===== src/rtl/kst_pkg.sv =====
// kst_pkg: shared types, widths and codes of the keyed secret table
// no dependencies; used by every other file of the block except kst_ram

package kst_pkg;

  localparam int unsigned TABLE_DEPTH_DEF = 16;

  localparam int unsigned ID_W   = 64;
  localparam int unsigned NUM_W  = 31;
  localparam int unsigned STAT_W = 8;
  localparam int unsigned KEY_W  = 64;
  localparam int unsigned ACT_W  = 5;
  localparam int unsigned SLOT_W = 4;
  localparam int unsigned CODE_W = 2;

  localparam logic [ACT_W-1:0] ACTIVE_RESET = 5'd16;

  typedef enum logic {
    OP_WRITE = 1'b0,
    OP_READ  = 1'b1
  } op_e;

  typedef enum logic [CODE_W-1:0] {
    RES_OK        = 2'd0,
    RES_NOT_FOUND = 2'd1,
    RES_FULL      = 2'd2
  } res_code_e;

  // one stored key record, as held in a table entry
  typedef struct packed {
    logic [ID_W-1:0]   client_id;
    logic [ID_W-1:0]   server_id;
    logic [NUM_W-1:0]  key_number;
    logic [STAT_W-1:0] record_status;
    logic [KEY_W-1:0]  key_word;
  } rec_t;

  typedef enum logic [1:0] {
    ST_CLEAR,
    ST_IDLE,
    ST_SCAN,
    ST_FINISH
  } state_e;

  // controller to datapath
  typedef struct packed {
    logic clr_wr;
    logic load;
    logic scan_rd;
    logic finish;
  } cmd_t;

  // datapath to controller
  typedef struct packed {
    logic clr_last;
    logic scan_done;
    logic out_free;
  } sts_t;

endpackage


===== src/rtl/kst_req_if.sv =====
// kst_req_if: request channel of the keyed secret table (valid/ready plus payload)
// depends on kst_pkg for field widths

interface kst_req_if;
  logic                        valid;
  logic                        ready;
  logic                        op;
  logic [kst_pkg::ID_W-1:0]    client_id;
  logic [kst_pkg::ID_W-1:0]    server_id;
  logic [kst_pkg::NUM_W-1:0]   key_number;
  logic [kst_pkg::STAT_W-1:0]  record_status;
  logic [kst_pkg::KEY_W-1:0]   key_word;

  modport source (
    output valid, op, client_id, server_id, key_number, record_status, key_word,
    input  ready
  );

  modport sink (
    input  valid, op, client_id, server_id, key_number, record_status, key_word,
    output ready
  );
endinterface


===== src/rtl/kst_rsp_if.sv =====
// kst_rsp_if: result channel of the keyed secret table (valid/ready plus payload)
// depends on kst_pkg for field widths

interface kst_rsp_if;
  logic                        valid;
  logic                        ready;
  logic [kst_pkg::CODE_W-1:0]  result_code;
  logic [kst_pkg::SLOT_W-1:0]  slot_used;
  logic [kst_pkg::STAT_W-1:0]  found_status;
  logic [kst_pkg::NUM_W-1:0]   found_key_number;
  logic [kst_pkg::KEY_W-1:0]   found_key_word;

  modport source (
    output valid, result_code, slot_used, found_status, found_key_number, found_key_word,
    input  ready
  );

  modport sink (
    input  valid, result_code, slot_used, found_status, found_key_number, found_key_word,
    output ready
  );
endinterface


===== src/rtl/kst_ram.sv =====
// kst_ram: generic simple dual-port ram, one write port, one registered read port
// no dependencies

module kst_ram #(
  parameter int unsigned WIDTH = 8,
  parameter int unsigned DEPTH = 16
) (
  input  logic                                  clk_i,
  input  logic                                  we_i,
  input  logic [((DEPTH > 1) ? $clog2(DEPTH) : 1)-1:0] waddr_i,
  input  logic [WIDTH-1:0]                      wdata_i,
  input  logic                                  re_i,
  input  logic [((DEPTH > 1) ? $clog2(DEPTH) : 1)-1:0] raddr_i,
  output logic [WIDTH-1:0]                      rdata_o
);

  logic [WIDTH-1:0] mem_q [DEPTH];
  logic [WIDTH-1:0] rdata_q;

  always_ff @(posedge clk_i) begin
    if (we_i) begin
      mem_q[waddr_i] <= wdata_i;
    end
    if (re_i) begin
      rdata_q <= mem_q[raddr_i];
    end
  end

  assign rdata_o = rdata_q;

endmodule


===== src/rtl/kst_datapath.sv =====
// kst_datapath: request and result registers, table ram, scan counter and compare
// depends on kst_pkg and kst_ram; steered by kst_ctrl through cmd_t / sts_t

module kst_datapath #(
  parameter int unsigned TABLE_DEPTH = kst_pkg::TABLE_DEPTH_DEF
) (
  input  logic                          clk_i,
  input  logic                          rst_ni,
  input  logic                          cfg_we_i,
  input  logic [kst_pkg::ACT_W-1:0]     cfg_wdata_i,
  input  kst_pkg::cmd_t                 cmd_i,
  output kst_pkg::sts_t                 sts_o,
  input  logic                          op_i,
  input  logic [kst_pkg::ID_W-1:0]      client_id_i,
  input  logic [kst_pkg::ID_W-1:0]      server_id_i,
  input  logic [kst_pkg::NUM_W-1:0]     key_number_i,
  input  logic [kst_pkg::STAT_W-1:0]    record_status_i,
  input  logic [kst_pkg::KEY_W-1:0]     key_word_i,
  input  logic                          out_ready_i,
  output logic                          out_valid_o,
  output logic [kst_pkg::CODE_W-1:0]    result_code_o,
  output logic [kst_pkg::SLOT_W-1:0]    slot_used_o,
  output logic [kst_pkg::STAT_W-1:0]    found_status_o,
  output logic [kst_pkg::NUM_W-1:0]     found_key_number_o,
  output logic [kst_pkg::KEY_W-1:0]     found_key_word_o
);

  localparam int unsigned IDX_W = (TABLE_DEPTH > 1) ? $clog2(TABLE_DEPTH) : 1;
  localparam int unsigned CNT_W = $clog2(TABLE_DEPTH + 1);
  localparam int unsigned CMP_W = (CNT_W > kst_pkg::ACT_W) ? CNT_W : kst_pkg::ACT_W;
  localparam int unsigned REC_W = $bits(kst_pkg::rec_t);
  localparam logic [CNT_W-1:0] LAST_IDX  = CNT_W'(TABLE_DEPTH - 1);
  localparam logic [CNT_W-1:0] DEPTH_CNT = CNT_W'(TABLE_DEPTH);

  logic [kst_pkg::ACT_W-1:0] active_q;
  logic                      op_q;
  kst_pkg::rec_t             req_q;
  logic [CNT_W-1:0]          span_q, span_d;
  logic [CNT_W-1:0]          addr_q, addr_d;
  logic                      cmp_valid_q;
  logic [IDX_W-1:0]          cmp_idx_q;
  logic                      match_found_q, free_found_q;
  logic [IDX_W-1:0]          match_idx_q, free_idx_q;
  kst_pkg::rec_t             match_rec_q;

  logic                      out_valid_q;
  logic [kst_pkg::CODE_W-1:0] code_q, code_d;
  logic [kst_pkg::SLOT_W-1:0] slot_q, slot_d;
  logic [kst_pkg::STAT_W-1:0] fstat_q, fstat_d;
  logic [kst_pkg::NUM_W-1:0]  fnum_q, fnum_d;
  logic [kst_pkg::KEY_W-1:0]  fkey_q, fkey_d;

  logic [REC_W-1:0]          rd_data;
  kst_pkg::rec_t             rd_rec;
  logic                      hit, free_hit;
  logic                      tgt_found;
  logic [IDX_W-1:0]          tgt_idx;
  logic [IDX_W-1:0]          slot_idx;
  logic [IDX_W+kst_pkg::SLOT_W-1:0] slot_ext;
  logic                      ram_we;
  logic [IDX_W-1:0]          ram_waddr;
  logic [REC_W-1:0]          ram_wdata;
  logic                      is_write;

  // configuration register
  always_ff @(posedge clk_i or negedge rst_ni) begin
    if (!rst_ni) begin
      active_q <= kst_pkg::ACTIVE_RESET;
    end else if (cfg_we_i) begin
      active_q <= cfg_wdata_i;
    end
  end

  // entries searched: active count capped at the table depth
  always_comb begin
    if (CMP_W'(active_q) > CMP_W'(TABLE_DEPTH)) begin
      span_d = DEPTH_CNT;
    end else begin
      span_d = CNT_W'(active_q);
    end
  end

  always_comb begin
    addr_d = addr_q;
    if (cmd_i.load) begin
      addr_d = '0;
    end else if (cmd_i.clr_wr) begin
      addr_d = (addr_q == LAST_IDX) ? '0 : addr_q + CNT_W'(1);
    end else if (cmd_i.scan_rd) begin
      addr_d = addr_q + CNT_W'(1);
    end
  end

  assign rd_rec   = kst_pkg::rec_t'(rd_data);
  assign hit      = cmp_valid_q && (rd_rec.client_id == req_q.client_id) &&
                    (rd_rec.server_id == req_q.server_id);
  assign free_hit = cmp_valid_q && (rd_data == '0);

  always_ff @(posedge clk_i or negedge rst_ni) begin
    if (!rst_ni) begin
      addr_q        <= '0;
      cmp_valid_q   <= 1'b0;
      match_found_q <= 1'b0;
      free_found_q  <= 1'b0;
      out_valid_q   <= 1'b0;
    end else begin
      addr_q      <= addr_d;
      cmp_valid_q <= cmd_i.scan_rd;
      if (cmd_i.load) begin
        match_found_q <= 1'b0;
        free_found_q  <= 1'b0;
      end else begin
        if (hit) begin
          match_found_q <= 1'b1;
        end
        if (free_hit) begin
          free_found_q <= 1'b1;
        end
      end
      if (cmd_i.finish) begin
        out_valid_q <= 1'b1;
      end else if (out_ready_i) begin
        out_valid_q <= 1'b0;
      end
    end
  end

  // payload registers, first match and first free entry only
  always_ff @(posedge clk_i) begin
    if (cmd_i.load) begin
      op_q   <= op_i;
      span_q <= span_d;
      req_q  <= '{client_id:     client_id_i,
                  server_id:     server_id_i,
                  key_number:    key_number_i,
                  record_status: record_status_i,
                  key_word:      key_word_i};
    end
    cmp_idx_q <= addr_q[IDX_W-1:0];
    if (hit && !match_found_q) begin
      match_idx_q <= cmp_idx_q;
      match_rec_q <= rd_rec;
    end
    if (free_hit && !free_found_q) begin
      free_idx_q <= cmp_idx_q;
    end
    if (cmd_i.finish) begin
      code_q  <= code_d;
      slot_q  <= slot_d;
      fstat_q <= fstat_d;
      fnum_q  <= fnum_d;
      fkey_q  <= fkey_d;
    end
  end

  assign is_write  = (op_q == kst_pkg::OP_WRITE);
  assign tgt_found = match_found_q || free_found_q;
  assign tgt_idx   = match_found_q ? match_idx_q : free_idx_q;
  assign slot_idx  = is_write ? tgt_idx : match_idx_q;
  assign slot_ext  = {{kst_pkg::SLOT_W{1'b0}}, slot_idx};

  always_comb begin
    code_d  = kst_pkg::RES_OK;
    slot_d  = slot_ext[kst_pkg::SLOT_W-1:0];
    fstat_d = '0;
    fnum_d  = '0;
    fkey_d  = '0;
    if (is_write) begin
      if (!tgt_found) begin
        code_d = kst_pkg::RES_FULL;
        slot_d = '0;
      end
    end else if (!match_found_q) begin
      code_d = kst_pkg::RES_NOT_FOUND;
      slot_d = '0;
    end else begin
      fstat_d = match_rec_q.record_status;
      fnum_d  = match_rec_q.key_number;
      fkey_d  = match_rec_q.key_word;
    end
  end

  // clear sweep writes zeros; a finished write that found a slot stores the request record
  assign ram_we    = cmd_i.clr_wr || (cmd_i.finish && is_write && tgt_found);
  assign ram_waddr = cmd_i.clr_wr ? addr_q[IDX_W-1:0] : tgt_idx;
  assign ram_wdata = cmd_i.clr_wr ? '0 : REC_W'(req_q);

  kst_ram #(
    .WIDTH (REC_W),
    .DEPTH (TABLE_DEPTH)
  ) u_table (
    .clk_i   (clk_i),
    .we_i    (ram_we),
    .waddr_i (ram_waddr),
    .wdata_i (ram_wdata),
    .re_i    (cmd_i.scan_rd),
    .raddr_i (addr_q[IDX_W-1:0]),
    .rdata_o (rd_data)
  );

  assign sts_o.clr_last  = (addr_q == LAST_IDX);
  assign sts_o.scan_done = (addr_q == span_q);
  assign sts_o.out_free  = !out_valid_q || out_ready_i;

  assign out_valid_o        = out_valid_q;
  assign result_code_o      = code_q;
  assign slot_used_o        = slot_q;
  assign found_status_o     = fstat_q;
  assign found_key_number_o = fnum_q;
  assign found_key_word_o   = fkey_q;

endmodule


===== src/rtl/kst_ctrl.sv =====
// kst_ctrl: sequencer of the keyed secret table (clear sweep, accept, scan, finish)
// depends on kst_pkg; drives kst_datapath through cmd_t and reads sts_t

module kst_ctrl (
  input  logic          clk_i,
  input  logic          rst_ni,
  input  logic          in_valid_i,
  output logic          in_ready_o,
  input  kst_pkg::sts_t sts_i,
  output kst_pkg::cmd_t cmd_o
);

  kst_pkg::state_e state_q, state_d;

  always_ff @(posedge clk_i or negedge rst_ni) begin
    if (!rst_ni) begin
      state_q <= kst_pkg::ST_CLEAR;
    end else begin
      state_q <= state_d;
    end
  end

  always_comb begin
    state_d = state_q;
    case (state_q)
      kst_pkg::ST_CLEAR: begin
        if (sts_i.clr_last) begin
          state_d = kst_pkg::ST_IDLE;
        end
      end
      kst_pkg::ST_IDLE: begin
        if (in_valid_i) begin
          state_d = kst_pkg::ST_SCAN;
        end
      end
      kst_pkg::ST_SCAN: begin
        if (sts_i.scan_done) begin
          state_d = kst_pkg::ST_FINISH;
        end
      end
      kst_pkg::ST_FINISH: begin
        if (sts_i.out_free) begin
          state_d = kst_pkg::ST_IDLE;
        end
      end
      default: state_d = kst_pkg::ST_CLEAR;
    endcase
  end

  always_comb begin
    cmd_o      = '0;
    in_ready_o = 1'b0;
    case (state_q)
      kst_pkg::ST_CLEAR: begin
        cmd_o.clr_wr = 1'b1;
      end
      kst_pkg::ST_IDLE: begin
        in_ready_o = 1'b1;
        cmd_o.load = in_valid_i;
      end
      kst_pkg::ST_SCAN: begin
        cmd_o.scan_rd = !sts_i.scan_done;
      end
      kst_pkg::ST_FINISH: begin
        cmd_o.finish = sts_i.out_free;
      end
      default: begin
        cmd_o = '0;
      end
    endcase
  end

endmodule


===== src/rtl/keyed_secret_table.sv =====
// keyed_secret_table: top level, key records looked up by client/server id pair
// depends on kst_pkg, kst_req_if, kst_rsp_if, kst_ctrl, kst_datapath (and kst_ram)
//
//  channel  direction  transfer when        payload
//  req      in         valid & ready        op, ids, key number, status, key word
//  rsp      out        valid & ready        result code, slot, found fields
//  cfg      in         cfg_we_i             active_entries (5 bits), no read-back
//
//  an item scans span = min(active_entries, TABLE_DEPTH) entries between its transfer
//  and its result; each entry is read once from the one-read-a-cycle table ram and
//  compared the cycle after
//  after reset a clearing pass writes zeros to all TABLE_DEPTH entries, one per
//  cycle, with req.ready low; configuration writes are taken during it
//  a new request is taken while the previous result still waits in the output register;
//  a stalled rsp only holds the finish step of the next item

module keyed_secret_table #(
  parameter int unsigned TABLE_DEPTH = kst_pkg::TABLE_DEPTH_DEF
) (
  input  logic                      clk_i,
  input  logic                      rst_ni,
  input  logic                      cfg_we_i,
  input  logic [kst_pkg::ACT_W-1:0] cfg_wdata_i,
  kst_req_if.sink                   req,
  kst_rsp_if.source                 rsp
);

  kst_pkg::cmd_t cmd;
  kst_pkg::sts_t sts;

  // sequencer: clear sweep, accept, scan, finish
  kst_ctrl u_ctrl (
    .clk_i      (clk_i),
    .rst_ni     (rst_ni),
    .in_valid_i (req.valid),
    .in_ready_o (req.ready),
    .sts_i      (sts),
    .cmd_o      (cmd)
  );

  // table, compare logic and result register
  kst_datapath #(
    .TABLE_DEPTH (TABLE_DEPTH)
  ) u_datapath (
    .clk_i              (clk_i),
    .rst_ni             (rst_ni),
    .cfg_we_i           (cfg_we_i),
    .cfg_wdata_i        (cfg_wdata_i),
    .cmd_i              (cmd),
    .sts_o              (sts),
    .op_i               (req.op),
    .client_id_i        (req.client_id),
    .server_id_i        (req.server_id),
    .key_number_i       (req.key_number),
    .record_status_i    (req.record_status),
    .key_word_i         (req.key_word),
    .out_ready_i        (rsp.ready),
    .out_valid_o        (rsp.valid),
    .result_code_o      (rsp.result_code),
    .slot_used_o        (rsp.slot_used),
    .found_status_o     (rsp.found_status),
    .found_key_number_o (rsp.found_key_number),
    .found_key_word_o   (rsp.found_key_word)
  );

endmodule

===== src/flat_wrapper.sv =====
// flat-port wrapper written by rule: the top's interface ports become plain ports
module keyed_secret_table_flat 
#(
  parameter int unsigned TABLE_DEPTH = kst_pkg::TABLE_DEPTH_DEF
)
  (clk_i, rst_ni, cfg_we_i, cfg_wdata_i, req_valid, req_op, req_client_id, req_server_id, req_key_number, req_record_status, req_key_word, req_ready, rsp_valid, rsp_result_code, rsp_slot_used, rsp_found_status, rsp_found_key_number, rsp_found_key_word, rsp_ready);
  kst_req_if req_i ();
  kst_rsp_if rsp_i ();
  input  logic clk_i;
  input  logic rst_ni;
  input  logic cfg_we_i;
  input  logic [kst_pkg::ACT_W-1:0] cfg_wdata_i;
  input wire logic [$bits(req_i.valid)-1:0] req_valid;
  input wire logic [$bits(req_i.op)-1:0] req_op;
  input wire logic [$bits(req_i.client_id)-1:0] req_client_id;
  input wire logic [$bits(req_i.server_id)-1:0] req_server_id;
  input wire logic [$bits(req_i.key_number)-1:0] req_key_number;
  input wire logic [$bits(req_i.record_status)-1:0] req_record_status;
  input wire logic [$bits(req_i.key_word)-1:0] req_key_word;
  output wire logic [$bits(req_i.ready)-1:0] req_ready;
  output wire logic [$bits(rsp_i.valid)-1:0] rsp_valid;
  output wire logic [$bits(rsp_i.result_code)-1:0] rsp_result_code;
  output wire logic [$bits(rsp_i.slot_used)-1:0] rsp_slot_used;
  output wire logic [$bits(rsp_i.found_status)-1:0] rsp_found_status;
  output wire logic [$bits(rsp_i.found_key_number)-1:0] rsp_found_key_number;
  output wire logic [$bits(rsp_i.found_key_word)-1:0] rsp_found_key_word;
  input wire logic [$bits(rsp_i.ready)-1:0] rsp_ready;
  assign req_i.valid = req_valid;
  assign req_i.op = req_op;
  assign req_i.client_id = req_client_id;
  assign req_i.server_id = req_server_id;
  assign req_i.key_number = req_key_number;
  assign req_i.record_status = req_record_status;
  assign req_i.key_word = req_key_word;
  assign req_ready = req_i.ready;
  assign rsp_valid = rsp_i.valid;
  assign rsp_result_code = rsp_i.result_code;
  assign rsp_slot_used = rsp_i.slot_used;
  assign rsp_found_status = rsp_i.found_status;
  assign rsp_found_key_number = rsp_i.found_key_number;
  assign rsp_found_key_word = rsp_i.found_key_word;
  assign rsp_i.ready = rsp_ready;
  keyed_secret_table #(.TABLE_DEPTH(TABLE_DEPTH)) u_core (.clk_i(clk_i), .rst_ni(rst_ni), .cfg_we_i(cfg_we_i), .cfg_wdata_i(cfg_wdata_i), .req(req_i), .rsp(rsp_i));
endmodule

===== config.mk =====
export PLATFORM = sky130hd
export DESIGN_NAME = keyed_secret_table_flat
export DESIGN_NICKNAME = d
export VERILOG_FILES = /design/src/rtl/kst_pkg.sv /design/src/rtl/kst_req_if.sv /design/src/rtl/kst_rsp_if.sv /design/src/rtl/kst_ram.sv /design/src/rtl/kst_datapath.sv /design/src/rtl/kst_ctrl.sv /design/src/rtl/keyed_secret_table.sv /design/src/flat_wrapper.sv
export SDC_FILE = /design/constraint.sdc
export NUM_CORES = 2
export LEC_CHECK = 0
export ABC_CLOCK_PERIOD_IN_PS = 20800
export BUFFER_PORTS_ARGS = -buffer_cell sky130_fd_sc_hd__clkbuf_2
export CELL_PAD_IN_SITES_DETAIL_PLACEMENT = 1
export CELL_PAD_IN_SITES_GLOBAL_PLACEMENT = 2
export CORE_ASPECT_RATIO = 0.7
export CORE_MARGIN = 1.5
export CORE_UTILIZATION = 50
export CTS_CLUSTER_DIAMETER = 150
export DETAILED_ROUTE_END_ITERATION = 8
export PLACE_DENSITY_LB_ADDON = 0.08
export SLEW_MARGIN = 30
export SYNTH_ARGS = -nofsm -noshare
export SYNTH_HDL_FRONTEND = slang
export SYNTH_SLANG_ARGS = --single-unit

===== constraint.sdc =====
create_clock -name clk_i -period 20.8 [get_ports clk_i]
set_input_delay 1.04 -clock clk_i [delete_from_list [all_inputs] [get_ports clk_i]]
set_output_delay 1.04 -clock clk_i [all_outputs]
set_load 0.02 [all_outputs]

==> reports/qor.csv <==
stage,metric,value,unit
pwr,P_int,18.5,mW
clocking,clk sink count,4404,
setup_path,critical path type,flip-flop to flip-flop,
route,initial DRC count,8320,
placed_design,placed cell count,11219,
setup_path,FF-to-FF path depth,9,
clocking,CTS Hold Bufs,0,
finish,Area growth syn-to-layout,12.9,%
grt,first-pass GRT wire length,613,mm
finish,Fill cells,26735,
synthesis,Mapped Area,165000,um2
setup_path,CP required,21.42,ns
grt,initial antenna violation count,33,
clocking,CTS root buf,clkbuf_16,
job,max-cap violations,0,
pwr,pwr dens,142,nW/um2
clocking,clock buffer depth,4,
floorplan,die area,333000,um2
synthesis,post-synthesis sequential area ratio,80.3,%
floorplan,Die Ht,483,um
synthesis,asr flop ratio synth,0.363,%
setup_path,nature of the critical path startpoint,flip-flop,
grt,pin count of the biggest net entering global routing,133,
floorplan,Chip Width,689,um
grt,GRT Util Overall,26.6,%
timing,Final Hold Fails,0,
synthesis,Cells after Synth,6663,
route,routed vias,74872,
floorplan,Core ar.,328000,um2
synthesis,Syn Nets,6911,
floorplan,Initial Util,50.2,%
timing,worst slew pin tran,1.11,ns
synthesis,"EDFF count, synth",4384,
finish,fin nets,7533,
synthesis,Avg Synthesized Cell Area,24.7,um2
timing,TNS Setup,0,ns
clocking,CTS tree,done,
floorplan,# IOs,353,
timing,fin crit share,30.7,%
route,first drt pass iteration count,5,
route,Post-DRT Antenna Nets,0,
pwr,clock network fraction of design power,28.0,%
timing,final setup vio count,0,
placed_design,post-place setup slack,13.85,ns
timing,max-slew violations,0,
synthesis,register bit count reported by yosys,4404,
worst_hold_path,Hold WC Path Type,primary input to asynchronous set/reset pin,
setup_path,Worst EP arrival,7.01,ns
timing,Final Hold Slack,0.0941,ns
route,final wirelength,441,mm
finish,share of cells above drive strength 1,32.5,%
route,routed wire length per instance,36.8,um
pwr,Power Total,26.4,mW
synthesis,"Distinct cells, synth",47,
clocking,CTS Buf Count,419,
timing,post-route setup slack,14.41,ns
grt,vias in the first global route,77631,
clocking,"Setup Fix Bufs, Post-CTS",0,
setup_path,Critical Path End Type,flip-flop,
route,Vias/cell,6.24,
run_status,outcome,finished clean,
floorplan,row cnt,176,
synthesis,Synth warnings,0,
pwr,switching share of total power,29.9,%
pwr,LEAKAGE,58.2,nW
clocking,"Reg clk slew, reported paths",0.06,ns
placed_design,HPWL Detailed,243,mm
placed_design,GPL Wtd Cong,0.829,
pwr,worst vdd ir,0.111,mV
pwr,register share of total power,47.1,%
timing,Tmin final,6.39,ns
clocking,Clock Latency Late Sink,0.96,ns
timing,relative slew slack,26.1,%
finish,Final Util,56.7,%
finish,post-route cell area,186000,um2
timing,unrepaired setup endpoints after global routing,no,
setup_path,CP max FO,61,
timing,Max Fclk,0.157,GHz
route,number of remaining DRC errors,0,
pwr,Psw,7.88,mW
clocking,# H-tree levels,5,
grt,total gr overflow,0,
synthesis,Main synth FF type,edfxtp_1,
pwr,Combinational Power Share,24.9,%
clocking,post-CTS sizing,0,
timing,clock skew,0.0527,ns
placed_design,Port Buffers,352,
placed_design,post-place instance area,172000,um2
finish,fin cells,11992,
[routing by layer]
layer	GRT usage (%)	share of wire, %	wire length [um]
met1	39.1	43	188000
met4	6.50	2.5	11100
met2	41.0	47	206000
met5	0	0.0079	35
met3	6.19	8.1	35800
[registers in the layout, summed over array words and instances (netlist names), 2 cells and up]
signal / count
u_core.u_datapath.u_table.mem_q: 3696
u_core.u_datapath.req_q: 231
u_core.u_datapath.u_table.rdata_o: 231
u_core.u_datapath.match_rec_q: 103
u_core.u_datapath.found_key_word_o: 64
u_core.u_datapath.found_key_number_o: 31
u_core.u_datapath.found_status_o: 8
u_core.u_datapath.active_q: 5
u_core.u_datapath.addr_q: 5
u_core.u_datapath.span_q: 5
u_core.u_datapath.cmp_idx_q: 4
u_core.u_datapath.free_idx_q: 4
u_core.u_datapath.match_idx_q: 4
u_core.u_datapath.slot_used_o: 4
u_core.u_ctrl.state_q: 2
u_core.u_datapath.result_code_o: 2
[critical path: stages (launching register included)]
cell and delay, ns:
dfrtp_4 1.01, buf_4 0.69, buf_4 0.86, buf_4 0.82
buf_4 0.74, buf_4 0.84, mux4_2 0.41, nor2b_1 0.14
a211oi_1 0.30, a21oi_1 0.07
[worst paths after layout]
path / startpoint / end / slack, ns
setup / recovery: u_core.u_datapath.addr_q[1] / u_core.u_datapath.u_table.rdata_o[203] / 14.41
hold / removal: rst_ni / u_core.u_datapath.active_q[1] / 0.09
setup reg to reg: u_core.u_datapath.addr_q[1] / u_core.u_datapath.u_table.rdata_o[203] / 14.41
hold reg to reg: u_core.u_datapath.cmp_idx_q[3] / u_core.u_datapath.match_idx_q[3] / 0.44
max in group asynchronous: rst_ni / u_core.u_datapath.match_found_q / 20.29
min in group clk_i: req_key_number[21] / u_core.u_datapath.req_q[93] / 0.26
[power by group through the flow]
stage	Clock [mW]	Sequential, mW	Combinational [mW]
CTS	7.54	12.4	6.58
floorplan	0	12.4	4.31
finish	7.40	12.4	6.57
detailed placement	0	12.6	6.56
global placement	0	12.6	6.41
global route	7.82	12.5	6.97
[kinds of logic after synthesis]
family / Yosys count / synth area share, %
XOR/XNOR: 92 / 0.490
AND/OR/NAND/NOR: 568 / 2.07
multiplexers: 1167 / 15.8
adder cells (fa/ha/maj): 6 / 0.0456
flip-flops: 4404 / 80.3
AO/OA/AOI/OAI: 80 / 0.356
buffers and inverters: 346 / 0.962
[cell usage in the layout (no fill, tap or decap), drive strengths merged, types with 9 or more instances in the layout]
| cell type | instances |
|---|---|
| dfrtp | 15 |
| clkbuf | 861 |
| edfxtp | 4384 |
| nor2b | 260 |
| nor4 | 70 |
| xnor2 | 85 |
| diode | 11 |
| nand4 | 39 |
| nand2b | 25 |
| mux4 | 1141 |
| inv | 39 |
| clkinv | 197 |
| mux2i | 20 |
| buf | 166 |
| nor2 | 44 |
| o21ai | 9 |
| bufinv | 33 |
| and3 | 103 |
| nand2 | 14 |
| a211oi | 14 |
| a21oi | 19 |
[Yosys cell counts, types with 2 or more instances]
master     instances  area (um2)
a2111o_1           6        67.6
a2111oi_0          3        26.3
a211oi_1          14         105
a21oi_1           19        95.1
a2bb2oi_1          2        17.5
a32o_1             4        40.0
and2_1             2        12.5
and3_1           103         644
buf_1             28         105
buf_2             92         460
buf_4             35         263
buf_6              5        56.3
clkbuf_1         157         589
dfrtp_1           15         375
dfxtp_1            4        80.1
edfxtp_1        4384      132000
ha_1               6        75.1
inv_1             28         105
mux2_2             6        67.6
mux2i_1           20         200
mux4_2          1141       25700
nand2_1           14        52.6
nand2b_1          25         156
nand3_1            4        20.0
nand4_1           39         244
nor2_1            44         165
nor2b_1          260        1630
nor3_1             3        15.0
nor4_1            70         438
o2111ai_1          7        61.3
o21a_1             2        15.0
o21ai_0            7        35.0
o21ai_1            2        10.0
o22ai_1            7        43.8
o2bb2ai_1          2        17.5
or3_1              2        12.5
xnor2_1           85         744
xor2_1             7        61.3
[area by class of cell]
class	instances	area [um2]	area share, %
Clock inverter	247	2020	1.09
Antenna cell	11	27.5	0.0148
Timing Repair Buffer	518	3510	1.89
Sequential cell	4404	132000	71.1
Multi-Input combinational cell	1913	31600	17.0
Inverter	29	116	0.0626
Tap cell	4361	5460	2.94
Clock buffer	509	11000	5.89
Note: power is estimated with default switching activity, not from simulation.
